$ cat config.mk
export PLATFORM = sky130hd
export DESIGN_NAME = lambda_calculus_tokenizer
export DESIGN_NICKNAME = d
export VERILOG_FILES = /design/src/sv/ltok_pkg.sv /design/src/sv/ltok_front.sv /design/src/sv/ltok_queue.sv /design/src/sv/ltok_back.sv /design/src/sv/lambda_calculus_tokenizer.sv
export SDC_FILE = /design/constraint.sdc
export NUM_CORES = 1
export LEC_CHECK = 0
export ABC_AREA = 1
export BUFFER_PORTS_ARGS = -buffer_cell sky130_fd_sc_hd__buf_2
export CAP_MARGIN = 20
export CORE_ASPECT_RATIO = 0.75
export CORE_MARGIN = 3
export CORE_UTILIZATION = 50
export CTS_BUF_LIST = sky130_fd_sc_hd__clkbuf_4 sky130_fd_sc_hd__clkbuf_8
export CTS_CLUSTER_DIAMETER = 200
export CTS_CLUSTER_SIZE = 16
export DETAILED_ROUTE_END_ITERATION = 10
export GPL_TIMING_DRIVEN = 0
export PLACE_DENSITY = 0.64
export REMOVE_ABC_BUFFERS = 1
export SYNTH_ARGS = -nofsm -noshare
export SYNTH_HDL_FRONTEND = slang
export SYNTH_SLANG_ARGS = --single-unit
$ cat constraint.sdc
create_clock -name clk -period 7.75 [get_ports clk]
set_clock_uncertainty 0.05 [all_clocks]
set_input_delay 0 -clock clk [delete_from_list [all_inputs] [get_ports clk]]
set_output_delay 0 -clock clk [all_outputs]
set_load 0.02 [all_outputs]
$ cat src/sv/ltok_pkg.sv
// ----------------------------------------------------------------------------
// ltok_pkg: shared types and constants of the lambda calculus tokeniser
// Token and queue record types, scan modes, token kinds, byte classes and
// the byte classifier used by the front end.
// ----------------------------------------------------------------------------
package ltok_pkg;

  localparam int LINE_W  = 16;
  localparam int VALUE_W = 31;
  localparam int CHAR_W  = 8;
  localparam int LEN_W   = 8;
  localparam int KIND_W  = 4;
  localparam int MAC_W   = VALUE_W + 4;

  localparam logic [VALUE_W-1:0] VALUE_MAX = '1;
  localparam logic [LEN_W-1:0]   LEN_MAX   = '1;
  localparam logic [LINE_W-1:0]  LINE_MAX  = '1;
  localparam logic [LINE_W-1:0]  LINE_RESET = 16'd1;

  localparam int QUEUE_DEPTH = 4;
  localparam int QUEUE_PTR_W = $clog2(QUEUE_DEPTH);
  localparam int QUEUE_CNT_W = $clog2(QUEUE_DEPTH + 1);

  localparam int TOK_DATA_W = VALUE_W + 1 + CHAR_W + 1 + LEN_W + LINE_W;
  localparam int OUT_DATA_W = ((TOK_DATA_W + 7) / 8) * 8;

  localparam logic [CHAR_W-1:0] CH_TAB       = 8'h09;
  localparam logic [CHAR_W-1:0] CH_NEWLINE   = 8'h0A;
  localparam logic [CHAR_W-1:0] CH_SPACE     = 8'h20;
  localparam logic [CHAR_W-1:0] CH_DOLLAR    = 8'h24;
  localparam logic [CHAR_W-1:0] CH_OPEN      = 8'h28;
  localparam logic [CHAR_W-1:0] CH_CLOSE     = 8'h29;
  localparam logic [CHAR_W-1:0] CH_DOT       = 8'h2E;
  localparam logic [CHAR_W-1:0] CH_SLASH     = 8'h2F;
  localparam logic [CHAR_W-1:0] CH_ZERO      = 8'h30;
  localparam logic [CHAR_W-1:0] CH_NINE      = 8'h39;
  localparam logic [CHAR_W-1:0] CH_EQUAL     = 8'h3D;
  localparam logic [CHAR_W-1:0] CH_BACKSLASH = 8'h5C;
  localparam logic [CHAR_W-1:0] CH_UPPER_A   = 8'h41;
  localparam logic [CHAR_W-1:0] CH_UPPER_Z   = 8'h5A;
  localparam logic [CHAR_W-1:0] CH_LOWER_A   = 8'h61;
  localparam logic [CHAR_W-1:0] CH_LOWER_Z   = 8'h7A;
  localparam logic [CHAR_W-1:0] CH_LAMBDA_LEAD  = 8'hCE;
  localparam logic [CHAR_W-1:0] CH_LAMBDA_TRAIL = 8'hBB;

  typedef enum logic [2:0] {
    MODE_IDLE,
    MODE_NUMBER,
    MODE_IDENT,
    MODE_SLASH,
    MODE_COMMENT,
    MODE_LEAD,
    MODE_ERROR
  } mode_t;

  typedef enum logic [KIND_W-1:0] {
    KIND_LAMBDA      = 4'd0,
    KIND_DOT         = 4'd1,
    KIND_DOLLAR      = 4'd2,
    KIND_EQUAL       = 4'd3,
    KIND_OPEN        = 4'd4,
    KIND_CLOSE       = 4'd5,
    KIND_NUMBER      = 4'd6,
    KIND_IDCHAR      = 4'd7,
    KIND_IDEND       = 4'd8,
    KIND_EOT         = 4'd9,
    KIND_BAD_COMMENT = 4'd10,
    KIND_UNKNOWN     = 4'd11
  } kind_t;

  typedef enum logic [2:0] {
    CLS_BLANK,
    CLS_NEWLINE,
    CLS_SLASH,
    CLS_PUNCT,
    CLS_LEAD,
    CLS_DIGIT,
    CLS_LETTER,
    CLS_OTHER
  } class_t;

  typedef struct packed {
    class_t cls;
    kind_t  punct;
  } byte_info_t;

  typedef struct packed {
    kind_t               kind;
    logic [VALUE_W-1:0]  value;
    logic                ovf;
    logic [CHAR_W-1:0]   ch;
    logic                first;
    logic [LEN_W-1:0]    len;
    logic [LINE_W-1:0]   line;
  } token_t;

  // one queue record: every token caused by one input transaction
  typedef struct packed {
    logic   two;
    token_t tok0;
    token_t tok1;
  } pair_t;

  function automatic byte_info_t classify(input logic [CHAR_W-1:0] b);
    byte_info_t info;
    info.cls   = CLS_OTHER;
    info.punct = KIND_DOT;
    unique case (b)
      CH_SPACE, CH_TAB: info.cls = CLS_BLANK;
      CH_NEWLINE:       info.cls = CLS_NEWLINE;
      CH_SLASH:         info.cls = CLS_SLASH;
      CH_LAMBDA_LEAD:   info.cls = CLS_LEAD;
      CH_BACKSLASH: begin
        info.cls   = CLS_PUNCT;
        info.punct = KIND_LAMBDA;
      end
      CH_DOT: begin
        info.cls   = CLS_PUNCT;
        info.punct = KIND_DOT;
      end
      CH_DOLLAR: begin
        info.cls   = CLS_PUNCT;
        info.punct = KIND_DOLLAR;
      end
      CH_EQUAL: begin
        info.cls   = CLS_PUNCT;
        info.punct = KIND_EQUAL;
      end
      CH_OPEN: begin
        info.cls   = CLS_PUNCT;
        info.punct = KIND_OPEN;
      end
      CH_CLOSE: begin
        info.cls   = CLS_PUNCT;
        info.punct = KIND_CLOSE;
      end
      default: begin
        if (b >= CH_ZERO && b <= CH_NINE) begin
          info.cls = CLS_DIGIT;
        end else if ((b >= CH_UPPER_A && b <= CH_UPPER_Z) ||
                     (b >= CH_LOWER_A && b <= CH_LOWER_Z)) begin
          info.cls = CLS_LETTER;
        end
      end
    endcase
    return info;
  endfunction

  function automatic token_t plain_token(input kind_t k, input logic [LINE_W-1:0] line);
    token_t t;
    t       = '0;
    t.kind  = k;
    t.line  = line;
    return t;
  endfunction

endpackage

$ cat src/sv/ltok_front.sv
// ----------------------------------------------------------------------------
// ltok_front: byte classifier and scanner
// Accepts one source transaction a cycle while the queue is not full, keeps
// the scan mode, number accumulator, identifier length and line count, and
// writes every token the transaction causes into the queue as one record.
// ----------------------------------------------------------------------------
module ltok_front (
  input  logic                           clk,
  input  logic                           rst,
  input  logic                           cfg_wen,
  input  logic [ltok_pkg::LINE_W-1:0]    cfg_wdata,
  input  logic                           s_tvalid,
  output logic                           s_tready,
  input  logic [ltok_pkg::CHAR_W-1:0]    s_tdata,
  input  logic                           s_tuser,
  output logic                           push,
  output ltok_pkg::pair_t                push_data,
  input  logic                           full
);
  import ltok_pkg::*;

  mode_t               mode, mode_next;
  logic [VALUE_W-1:0]  acc, acc_next;
  logic                acc_ovf, acc_ovf_next;
  logic [LEN_W-1:0]    count, count_next;
  logic [LINE_W-1:0]   line, line_next;
  logic [LINE_W-1:0]   first_line;

  logic                accept;
  byte_info_t          info;
  logic                is_digit;
  logic                is_alnum;
  logic [LINE_W-1:0]   line_bumped;
  logic [LEN_W-1:0]    count_bumped;
  logic [VALUE_W-1:0]  digit_value;
  logic [MAC_W-1:0]    mac;
  logic                mac_sat;

  logic                idle_emit;
  token_t              idle_tok;
  logic                pre_emit;
  token_t              pre_tok;
  logic                tail_emit;
  token_t              tail_tok;

  assign s_tready     = !full;
  assign accept       = s_tvalid && s_tready;
  assign info         = classify(s_tdata);
  assign is_digit     = (info.cls == CLS_DIGIT);
  assign is_alnum     = is_digit || (info.cls == CLS_LETTER);
  assign line_bumped  = (line == LINE_MAX) ? line : line + 1'b1;
  assign count_bumped = (count == LEN_MAX) ? count : count + 1'b1;
  assign digit_value  = VALUE_W'(s_tdata[3:0]);
  assign mac          = {1'b0, acc, 3'b000} + {3'b000, acc, 1'b0} + MAC_W'(s_tdata[3:0]);
  assign mac_sat      = (mac > MAC_W'(VALUE_MAX));

  // next state
  always_comb begin
    mode_next    = mode;
    acc_next     = acc;
    acc_ovf_next = acc_ovf;
    count_next   = count;
    line_next    = line;
    if (accept) begin
      if (s_tuser) begin
        mode_next    = MODE_IDLE;
        acc_next     = '0;
        acc_ovf_next = 1'b0;
        count_next   = '0;
        line_next    = first_line;
      end else begin
        priority if (mode == MODE_ERROR) begin
          mode_next = MODE_ERROR;
        end else if (mode == MODE_COMMENT) begin
          if (info.cls == CLS_NEWLINE) begin
            line_next = line_bumped;
            mode_next = MODE_IDLE;
          end
        end else if (mode == MODE_SLASH) begin
          mode_next = (info.cls == CLS_SLASH) ? MODE_COMMENT : MODE_ERROR;
        end else if (mode == MODE_LEAD) begin
          mode_next = (s_tdata == CH_LAMBDA_TRAIL) ? MODE_IDLE : MODE_ERROR;
        end else if (mode == MODE_NUMBER && is_digit) begin
          acc_next     = mac_sat ? VALUE_MAX : mac[VALUE_W-1:0];
          acc_ovf_next = acc_ovf || mac_sat;
        end else if (mode == MODE_IDENT && is_alnum) begin
          count_next = count_bumped;
        end else begin
          // idle handling, also for the byte that ends a number or identifier
          unique case (info.cls)
            CLS_NEWLINE: begin
              line_next = line_bumped;
              mode_next = MODE_IDLE;
            end
            CLS_SLASH: mode_next = MODE_SLASH;
            CLS_LEAD:  mode_next = MODE_LEAD;
            CLS_DIGIT: begin
              mode_next    = MODE_NUMBER;
              acc_next     = digit_value;
              acc_ovf_next = 1'b0;
            end
            CLS_LETTER: begin
              mode_next  = MODE_IDENT;
              count_next = LEN_W'(1);
            end
            CLS_OTHER: mode_next = MODE_ERROR;
            default:   mode_next = MODE_IDLE;
          endcase
        end
      end
    end
  end

  // tokens
  always_comb begin
    idle_emit = 1'b0;
    idle_tok  = plain_token(info.punct, line);
    unique case (info.cls)
      CLS_PUNCT: idle_emit = 1'b1;
      CLS_LETTER: begin
        idle_emit      = 1'b1;
        idle_tok.kind  = KIND_IDCHAR;
        idle_tok.ch    = s_tdata;
        idle_tok.first = 1'b1;
      end
      CLS_OTHER: begin
        idle_emit     = 1'b1;
        idle_tok.kind = KIND_UNKNOWN;
        idle_tok.ch   = s_tdata;
      end
      default: idle_emit = 1'b0;
    endcase

    pre_emit  = 1'b0;
    pre_tok   = plain_token(KIND_NUMBER, line);
    tail_emit = 1'b0;
    tail_tok  = plain_token(KIND_EOT, line);

    if (s_tuser) begin
      tail_emit = 1'b1;
      unique case (mode)
        MODE_NUMBER: begin
          pre_emit      = 1'b1;
          pre_tok.value = acc;
          pre_tok.ovf   = acc_ovf;
        end
        MODE_IDENT: begin
          pre_emit     = 1'b1;
          pre_tok.kind = KIND_IDEND;
          pre_tok.len  = count;
        end
        MODE_SLASH: begin
          pre_emit     = 1'b1;
          pre_tok.kind = KIND_BAD_COMMENT;
        end
        MODE_LEAD: begin
          pre_emit     = 1'b1;
          pre_tok.kind = KIND_UNKNOWN;
          pre_tok.ch   = CH_LAMBDA_LEAD;
        end
        default: pre_emit = 1'b0;
      endcase
    end else begin
      unique case (mode)
        MODE_SLASH: begin
          tail_emit     = (info.cls != CLS_SLASH);
          tail_tok.kind = KIND_BAD_COMMENT;
        end
        MODE_LEAD: begin
          tail_emit = 1'b1;
          if (s_tdata == CH_LAMBDA_TRAIL) begin
            tail_tok.kind = KIND_LAMBDA;
          end else begin
            tail_tok.kind = KIND_UNKNOWN;
            tail_tok.ch   = CH_LAMBDA_LEAD;
          end
        end
        MODE_NUMBER: begin
          if (!is_digit) begin
            pre_emit      = 1'b1;
            pre_tok.value = acc;
            pre_tok.ovf   = acc_ovf;
            tail_emit     = idle_emit;
            tail_tok      = idle_tok;
          end
        end
        MODE_IDENT: begin
          if (is_alnum) begin
            tail_emit     = 1'b1;
            tail_tok      = idle_tok;
            tail_tok.kind = KIND_IDCHAR;
            tail_tok.ch   = s_tdata;
            tail_tok.first = 1'b0;
          end else begin
            pre_emit     = 1'b1;
            pre_tok.kind = KIND_IDEND;
            pre_tok.len  = count;
            tail_emit    = idle_emit;
            tail_tok     = idle_tok;
          end
        end
        MODE_IDLE: begin
          tail_emit = idle_emit;
          tail_tok  = idle_tok;
        end
        default: tail_emit = 1'b0;
      endcase
    end
  end

  assign push           = accept && (pre_emit || tail_emit);
  assign push_data.two  = pre_emit && tail_emit;
  assign push_data.tok0 = pre_emit ? pre_tok : tail_tok;
  assign push_data.tok1 = tail_tok;

  always_ff @(posedge clk) begin
    if (rst) begin
      mode       <= MODE_IDLE;
      line       <= LINE_RESET;
      first_line <= LINE_RESET;
    end else begin
      mode <= mode_next;
      if (cfg_wen) begin
        first_line <= cfg_wdata;
        line       <= cfg_wdata;
      end else begin
        line <= line_next;
      end
    end
  end

  always_ff @(posedge clk) begin
    if (rst) begin
      acc     <= '0;
      acc_ovf <= 1'b0;
      count   <= '0;
    end else begin
      acc     <= acc_next;
      acc_ovf <= acc_ovf_next;
      count   <= count_next;
    end
  end

`ifndef SYNTH
  a_error_silent: assert property (@(posedge clk) disable iff (rst)
    (accept && !s_tuser && mode == MODE_ERROR) |-> !push)
    else $error("token produced while in error mode");

  a_eot_resets: assert property (@(posedge clk) disable iff (rst)
    (accept && s_tuser && !cfg_wen) |=> (mode == MODE_IDLE && line == first_line))
    else $error("end of text did not reset the scanner");

  a_eot_last: assert property (@(posedge clk) disable iff (rst)
    (accept && s_tuser) |-> (push && push_data.tok1.kind == KIND_EOT))
    else $error("end of text record missing its end mark");
`endif

endmodule

$ cat src/sv/ltok_queue.sv
// ----------------------------------------------------------------------------
// ltok_queue: record queue between scanner and output stage
// Small register queue of token records, one write and one read a cycle.
// ----------------------------------------------------------------------------
module ltok_queue (
  input  logic            clk,
  input  logic            rst,
  input  logic            push,
  input  ltok_pkg::pair_t push_data,
  output logic            full,
  input  logic            pop,
  output ltok_pkg::pair_t pop_data,
  output logic            empty
);
  import ltok_pkg::*;

  pair_t                   entries [QUEUE_DEPTH];
  logic [QUEUE_PTR_W-1:0]  wr_ptr;
  logic [QUEUE_PTR_W-1:0]  rd_ptr;
  logic [QUEUE_CNT_W-1:0]  count;

  assign full     = (count == QUEUE_CNT_W'(QUEUE_DEPTH));
  assign empty    = (count == '0);
  assign pop_data = entries[rd_ptr];

  always_ff @(posedge clk) begin
    if (rst) begin
      wr_ptr <= '0;
      rd_ptr <= '0;
      count  <= '0;
    end else begin
      if (push) begin
        wr_ptr <= (wr_ptr == QUEUE_PTR_W'(QUEUE_DEPTH - 1)) ? '0 : wr_ptr + 1'b1;
      end
      if (pop) begin
        rd_ptr <= (rd_ptr == QUEUE_PTR_W'(QUEUE_DEPTH - 1)) ? '0 : rd_ptr + 1'b1;
      end
      if (push && !pop) begin
        count <= count + 1'b1;
      end else if (pop && !push) begin
        count <= count - 1'b1;
      end
    end
  end

  always_ff @(posedge clk) begin
    if (push) begin
      entries[wr_ptr] <= push_data;
    end
  end

`ifndef SYNTH
  a_no_overrun: assert property (@(posedge clk) disable iff (rst) full |-> !push)
    else $error("write into a full queue");

  a_no_underrun: assert property (@(posedge clk) disable iff (rst) empty |-> !pop)
    else $error("read from an empty queue");
`endif

endmodule

$ cat src/sv/ltok_back.sv
// ----------------------------------------------------------------------------
// ltok_back: token output stage
// Takes records from the queue and issues their tokens one per transaction
// through a registered output, marking the final token of each record.
// ----------------------------------------------------------------------------
module ltok_back (
  input  logic                              clk,
  input  logic                              rst,
  input  ltok_pkg::pair_t                   pop_data,
  input  logic                              empty,
  output logic                              pop,
  output logic                              m_tvalid,
  input  logic                              m_tready,
  output logic [ltok_pkg::OUT_DATA_W-1:0]   m_tdata,
  output logic [ltok_pkg::KIND_W-1:0]       m_tuser,
  output logic                              m_tlast
);
  import ltok_pkg::*;

  logic    sel;
  logic    load;
  logic    last_of_pair;
  token_t  head_tok;
  token_t  out_tok;

  assign load         = !empty && (!m_tvalid || m_tready);
  assign last_of_pair = !(pop_data.two && !sel);
  assign head_tok     = sel ? pop_data.tok1 : pop_data.tok0;
  assign pop          = load && last_of_pair;

  always_ff @(posedge clk) begin
    if (rst) begin
      m_tvalid <= 1'b0;
      sel      <= 1'b0;
    end else begin
      if (load) begin
        m_tvalid <= 1'b1;
        sel      <= !last_of_pair;
      end else if (m_tready) begin
        m_tvalid <= 1'b0;
      end
    end
  end

  always_ff @(posedge clk) begin
    if (load) begin
      out_tok <= head_tok;
      m_tlast <= last_of_pair;
    end
  end

  assign m_tuser = out_tok.kind;
  assign m_tdata = {{(OUT_DATA_W - TOK_DATA_W){1'b0}}, out_tok.line, out_tok.len,
                    out_tok.first, out_tok.ch, out_tok.ovf, out_tok.value};

`ifndef SYNTH
  a_second_held: assert property (@(posedge clk) disable iff (rst) sel |-> !empty)
    else $error("second token pending without its record");

  a_second_follows: assert property (@(posedge clk) disable iff (rst)
    (load && !last_of_pair) |=> (sel && !m_tlast))
    else $error("first token of a pair not followed by the second");
`endif

endmodule

$ cat src/sv/lambda_calculus_tokenizer.sv
// ----------------------------------------------------------------------------
// lambda_calculus_tokenizer: streaming lexer for a small lambda calculus
// Source bytes enter on the s_ group; tokens leave on the m_ group.
//
// s_tuser is the opcode (0 source byte, 1 end of text), s_tdata the byte.
// m_tuser is the token kind, m_tlast marks the final token caused by one
// input transaction (an input causes zero, one or two tokens).
// cfg_wen/cfg_wdata write the first line number; the write also reloads the
// current line count. Write it only while the block is idle.
// A token passes through the record queue and the output register before it
// is presented on m_tvalid. Throughput: one input transaction per cycle while
// the queue is not full; the output issues one token per cycle while the
// receiver is ready, so an input causing two tokens takes two transfers. The
// scanner and the output stage are parted by a four-record queue, and s_tready
// drops only when that queue is full, so a stalled receiver backs up into the
// queue first.
// Reset: rst, synchronous; scanner idle, line number register back to 1,
// queue and output register empty.
// ----------------------------------------------------------------------------
module lambda_calculus_tokenizer (
  input  logic                              clk,
  input  logic                              rst,
  input  logic                              cfg_wen,
  input  logic [ltok_pkg::LINE_W-1:0]       cfg_wdata,
  input  logic                              s_tvalid,
  output logic                              s_tready,
  // source_byte [7:0]
  input  logic [ltok_pkg::CHAR_W-1:0]       s_tdata,
  // opcode [0]
  input  logic                              s_tuser,
  output logic                              m_tvalid,
  input  logic                              m_tready,
  // number_value [30:0], number_overflow [31], ident_char [39:32],
  // ident_first [40], ident_length [48:41], line_number [64:49], zero fill
  output logic [ltok_pkg::OUT_DATA_W-1:0]   m_tdata,
  // token_kind [3:0]
  output logic [ltok_pkg::KIND_W-1:0]       m_tuser,
  output logic                              m_tlast
);
  import ltok_pkg::*;

  logic   push;
  pair_t  push_data;
  logic   full;
  logic   pop;
  pair_t  pop_data;
  logic   empty;

  ltok_front u_front (
    .clk       (clk),
    .rst       (rst),
    .cfg_wen   (cfg_wen),
    .cfg_wdata (cfg_wdata),
    .s_tvalid  (s_tvalid),
    .s_tready  (s_tready),
    .s_tdata   (s_tdata),
    .s_tuser   (s_tuser),
    .push      (push),
    .push_data (push_data),
    .full      (full)
  );

  ltok_queue u_queue (
    .clk       (clk),
    .rst       (rst),
    .push      (push),
    .push_data (push_data),
    .full      (full),
    .pop       (pop),
    .pop_data  (pop_data),
    .empty     (empty)
  );

  ltok_back u_back (
    .clk      (clk),
    .rst      (rst),
    .pop_data (pop_data),
    .empty    (empty),
    .pop      (pop),
    .m_tvalid (m_tvalid),
    .m_tready (m_tready),
    .m_tdata  (m_tdata),
    .m_tuser  (m_tuser),
    .m_tlast  (m_tlast)
  );

endmodule

==> results of run 1 <==
==> worst max-delay path, delay by kind of cell, from the launching register on <==
| family | cells | cell delay (ps) |
|---|---|---|
| and+or+nand+nor | 8 | 2660 |
| DFF | 1 | 480 |
| buffers and inverters | 4 | 690 |
==> metal layers <==
metal	vias to the layer above	routed length, um	GRT usage
met1	7932	26300	0.336
met2	423	23400	0.347
li1	7970	-	-
met3	65	2800	0.0312
met4	2	904	0.0543
met5	-	13	0
==> metrics by stage <==
stage	setup TNS, ps	utilization
after global routing	0	0.573
final	0	0.573
after global placement	-941030	0.530
after CTS	0	0.573
after detailed placement	0	0.545
after floorplan	0	-
==> layout make-up <==
class | instances | area [sq um]
fill | 3720 | 18700
sequential | 488 | 13800
multi-input combinational | 1498 | 7580
timing repair buffer | 177 | 1620
tap | 578 | 723
clock buffer | 63 | 704
inverter | 184 | 698
clock inverter | 1 | 8.76
==> flip-flops by register name (all words and copies together) (netlist names), 4 cells and up, named ones only <==
name                cells
u_queue.entries       332
u_back.m_tdata         65
u_front.acc            31
u_front.first_line     16
u_front.line           16
u_front.count           8
u_back.m_tuser          4
==> synthesized netlist by cell type (3+ instances only) <==
cell and instances:
nand2_2 5, nor2_4 3, buf_1 17, nand3b_1 6
buf_4 9, inv_1 171, nor3_1 25, and3_1 3
xor2_1 28, edfxtp_1 402, fa_1 3, o21ai_0 227
xnor2_1 9, clkbuf_1 66, nand2_1 377, inv_2 11
and2_1 5, a21boi_0 3, a31oi_1 24, nor4_1 3
nand3_1 84, a21oi_1 145, ha_1 69, o22ai_1 31
nor2_2 4, nor2_1 386, dfxtp_1 86, o21ai_1 4
nand2_4 3, o211ai_1 3, nand4_1 19, buf_2 7
o21bai_1 4
==> what timing repair did <==
| action | in CTS | in global routing |
|---|---|---|
| hold endpoints to repair | 79 | 0 |
| resized for setup | 0 | 0 |
| endpoints found under the setup margin | 0 | 0 |
| hold buffers | 50 | 0 |
| setup buffers | 0 | 0 |
==> cell families after synthesis <==
logic type / count (synthesis) / share of synthesized area
and+or+nand+nor: 929 / 0.171
adders and majority gates: 72 / 0.0412
DFF: 488 / 0.615
AOI/OAI and AO/OA: 453 / 0.108
xor gates and xnor gates: 37 / 0.0144
buffers and inverters: 287 / 0.0507
other: 1 / 0.000167
==> cell usage in the layout (no fill, tap or decap), types with 69 or more instances in the layout <==
master	count
a21oi_1	145
buf_2	101
dfxtp_1	83
edfxtp_1	402
ha_1	69
inv_1	169
nand2_1	377
nand3_1	84
nor2_1	382
o21ai_0	227
==> how the worst max path moves through the flow <==
stage,endpoint,cells past startpoint
after global placement,u_queue.count[1],10
final,u_queue.entries[0][120],12
after global routing,u_queue.entries[0][120],12
after CTS,u_queue.entries[0][120],12
after detailed placement,u_queue.entries[0][111],12
after floorplan,u_queue.count[1],10
==> power by group through the flow <==
stage | logic, W | clock network [W] | registers (W)
2_1_floorplan | 0.000974 | 0 | 0.00403
3_3_place_gp | 0.00185 | 0 | 0.00393
3_5_place_dp | 0.00216 | 0 | 0.00369
4_1_cts | 0.00219 | 0.00143 | 0.00363
5_1_grt | 0.00240 | 0.00152 | 0.00368
6_report | 0.00217 | 0.00139 | 0.00363
==> results.toml, run 1 <==
[synth]
yosys.area.top_type_share = 0.538
synth_edf_count = 402
synth-seq-cells = 488
synthArstFlopShare = 0
synth_area_sq_mm = 0.0224
synth-seq-area-share = 0.615
avgSynthCellArea_sq_um = 9.90
synth_top_flop_cell = "edfxtp_1"
synth_cell_types = 52
synth_warnings = 0
synthTopCellsByArea = "edfxtp_1 54%, dfxtp_1 7.7%, nor2_1 6.5%"
syn_inst = 2267
yosys.area.top_type = "edfxtp_1"

[critical_path]
cp_slowest_stage_delay_ps = 780
rr_startpoint = "u_front.mode[0]"
path_max_fanout = 37
crit_slowest_cell = "nor2_4"
critPathLaunchType = "flip-flop"
crit_arrival_ps = 4480
path_class = "reg -> reg"
crit_start = "u_front.mode[0]"
r2r-end = "u_queue.entries[0][120]"
cp_cell_sequence = "inv_2, nor2_1, inv_2, nor2_8, nand2_1, nand3_1, nand2_1, nand4_1, nand2_1, nor2_4, buf_12, buf_12"
cpMostUsedCell = "nand2_1"
critPathRequiredTime_ps = 7980
worstRegToRegCells = 12
end_kind = "flip-flop"
reg2reg_slack_ps = 3500

[grt]
grt_use_total = 0.224
grt_max_degree = 113
grt_pass1_wl_um = 84900
grt_pass1_vias = 15500
overflow = 0
antenna_found_initial = 1

[finish]
num_antenna_cells = 0
fin_cells = 2989
syn2layout_area_growth_pct = 12.1
drive_gt1_frac = 0.0987
final_nets = 2487
design_area_sq_mm = 0.0251

[pwr]
clock_power_share = 0.194
leakage_nw = 10.2
combPwrFrac = 0.301
irDropWorstVdd_uv = 192
p_int_w = 0.00469
swShare = 0.347
p_per_area_mw_per_mm2 = 286
finalPower_w = 0.00719
p_sw_w = 0.00249
seqPwrFrac = 0.505

[floorplanning]
chipHeight_um = 189
die_w_um = 251
core_sq_mm = 0.0438
start_util = 0.512
fp-row-count = 66
dieArea_sq_mm = 0.0475
ios = 109

[timing]
whs_ps = 87.3
period_share = 0.549
final_max_slew_viol_count = 0
rsz0062_at_grt = "no"
setup_violations = 0
fmax_mhz = 235
hold_violations = 0
setup_slack_ps = 3500
min_period_ps = 4250
worst_pin_slew_ps = 965
relSlewSlack = 0.353

[route]
drt-initial-drc-count = 1139
ant_nets = 0
drt-total-wl_um = 53500
vias = 16400
vias_per_cell = 5.48
dr.pass1.iters = 5
drc_errors = 0
wl_per_cell_um = 17.9

[clock_tree]
clk_pin_slew_ps = 130
root_buffer = "clkbuf_8"
cts.sinks = 488
cts_buffers = 36
worstSkewPairLatency_ps = 620
h-tree-depth = 2
cts_max_path_buffers = 3
cts_tree = "done"

[placed_design]
port-buffer-count = 101
postPlaceCellArea_sq_mm = 0.0239
gp_congestion = 0.898
placed_cells = 2874
pre_cts_slack_ps = 3520
hpwl_um = 34500

[min_path]
whs_path_depth = 6
hp-class = "in -> reg"
hold_start = "s_tdata[7]"
holdPathEnd = "u_front.mode[0]"

[outcome]
outcome = "complete, no violations"

[job]
drv_cap = 0
(Power assumes the default switching activity.)
==> run 2: changes to the inputs <==
- ABC_AREA: 1 -> 0
- clock period: 7.75 -> 4.25 ns (I/O delays scaled with it)
==> run 2 against run 1 <==
  * Global-route usage is 2.5 points lower
  * Final cell count is 25% lower
  * Utilization fell by 0.73 points
  * Count of clock-buffer cells in the layout decreased by 1
  * Hold slack gained 67 ps
  * Largest power group unchanged
==> results.toml, run 2 <==
[finish]
syn2layout_area_growth_pct = 10.2
fillers = 3444
layout_common_cells = "402 x edfxtp_1, 136 x nand2_1, 108 x a21oi_1"
layout_commonest_cell = "edfxtp_1"
design_area_sq_mm = 0.0242
final_nets = 1759
final-seq-area_sq_mm = 0.0138
num_antenna_cells = 0
fin_cells = 2253
drive_gt1_frac = 0.188
largest_reg_flops = 332
multi_input_area_sq_mm = 0.00769
largest_register = "u_queue.entries"

[clock_tree]
cts_tree = "done"
clk_pin_slew_ps = 130
root_buffer = "clkbuf_8"
cts_max_path_buffers = 3
cts.sinks = 488
worstSkewPairLatency_ps = 590
h-tree-depth = 2
cts_buffers = 36

[synth]
yosys.area.top_type_share = 0.550
synth-seq-area-share = 0.629
synth_cell_types = 91
synth_warnings = 0
synth_most_common_cell = "edfxtp_1"
synth_area_sq_mm = 0.0219
yosys.area.top_type = "edfxtp_1"
synth_commonest_cells = "402 x edfxtp_1, 136 x nand2_1, 109 x a21oi_1"
syn_inst = 1557
synth_top_flop_cell = "edfxtp_1"
synth_edf_count = 402
synth-seq-cells = 488
synthTopCellsByArea = "edfxtp_1 55%, mux4_2 8.5%, dfxtp_1 7.8%"
avgSynthCellArea_sq_um = 14.1
synthArstFlopShare = 0

[timing]
worst_pin_slew_ps = 1110
fin_setup_tns_ps = 0
hold_violations = 0
final_max_slew_viol_count = 0
relSlewSlack = 0.253
rsz0062_at_grt = "no"
min_period_ps = 4030
fmax_mhz = 248
setup_slack_ps = 225
setup_violations = 0
period_share = 0.947

[route]
vias = 13300
drc_errors = 0
drt-total-wl_um = 46000
wl_per_cell_um = 20.4
ant_nets = 0
dr.pass1.iters = 5
vias_per_cell = 5.89
drt-initial-drc-count = 989

[floorplanning]
fp-row-count = 65
start_util = 0.514
chipHeight_um = 187
ios = 109
core_sq_mm = 0.0427
dieArea_sq_mm = 0.0465
die_w_um = 248

[pwr]
finalPower_w = 0.0121
irDropWorstVdd_uv = 496
p_per_area_mw_per_mm2 = 501
leakage_nw = 8.63

[critical_path]
cp_slowest_stage_delay_ps = 500
cp_cell_sequence = "inv_1, fa_1, fa_1, and2b_1, o2111ai_1, a21oi_2, o21ai_2, a211oi_2, a21oi_1, nor3_4, nor3_4, buf_4, a221oi_1"
critPathLaunchType = "flip-flop"
critPathRequiredTime_ps = 4670
crit_slowest_cell = "fa_1"
end_kind = "flip-flop"
crit_arrival_ps = 4450
critPathTopFamily = "compound AO/OA/AOI/OAI gates"
path_max_fanout = 12
path_class = "reg -> reg"
cp_num_buf_inv = 2

[grt]
grt_pass1_vias = 13000
grt_use_total = 0.199
grt_pass1_wl_um = 73400
overflow = 0
grt_max_degree = 78
antenna_found_initial = 0

[placed_design]
placed_cells = 2155
pre_cts_slack_ps = -91.5
port-buffer-count = 101
postPlaceCellArea_sq_mm = 0.0231
gp_congestion = 0.889
hpwl_um = 29200

[job]
drv_cap = 0

[min_path]
hp-class = "in -> reg"

[outcome]
outcome = "complete, no violations"
## run 2: path summary, 6_finish.rpt
path / slack [ps] / from / endpoint / cells past startpoint
setup reg to reg: 220 / u_front.acc[0] / u_front.acc[7] / 13
hold reg to reg: 420 / u_front.first_line[6] / u_front.first_line[6] / 2
hold / removal: 150 / s_tuser / u_front.mode[1] / 4
setup / recovery: 220 / u_front.acc[0] / u_front.acc[7] / 13
## run 2: worst min-delay path, cell delays in order
cell and delay, ps:
buf_2 360, nor2_1 180, o21ai_0 70, a21oi_1 130
## run 2: kinds of logic after synthesis
family	count (synthesis)	synth area share
flip-flops	488	0.629
XOR/XNOR	38	0.0155
other	1	0.000171
AND/OR/NAND/NOR	419	0.0967
buffers and inverters	120	0.0238
adder cells (fa/ha/maj)	72	0.0421
multiplexers	106	0.0965
AO/OA/AOI/OAI	313	0.0967
## run 2: area by class of cell
class,count,area share
sequential,488,0.571
multi-input combinational,955,0.318
timing repair buffer,146,0.0468
tap,569,0.0295
clock buffer,62,0.0288
inverter,30,0.00466
clock inverter,3,0.000984
## run 2: power by group
group          total, W  internal, W  switching (W)  leakage [nW]
sequential      0.00647      0.00609       0.000378          4.48
combinational   0.00312      0.00139        0.00173          3.76
clock           0.00252      0.00105        0.00147         0.386
## run 2: repair_timing
| action | 4_1_cts | 5_1_grt |
|---|---|---|
| setup buffers | 1 | 0 |
| hold buffers | 31 | 0 |
| setup endpoints to repair | 14 | 22 |
| pin swaps | 1 | 1 |
| gates resized for setup | 0 | 1 |
| endpoints found under the hold margin | 91 | 0 |
## run 2: through the flow
stage,util,hold WS [ps]
2_1_floorplan,-,19.1
3_3_place_gp,0.533,208
3_5_place_dp,0.541,211
4_1_cts,0.566,102
5_1_grt,0.566,149
6_report,0.566,154
## run 2: per-layer routing
| metal | global-route usage | share of wire | up-vias |
|---|---|---|---|
| met3 | 0.0308 | 0.052 | 41 |
| met5 | 0 | 0 | - |
| li1 | - | - | 6177 |
| met4 | 0.0357 | 0.013 | 0 |
| met1 | 0.316 | 0.49 | 6718 |
| met2 | 0.294 | 0.44 | 343 |
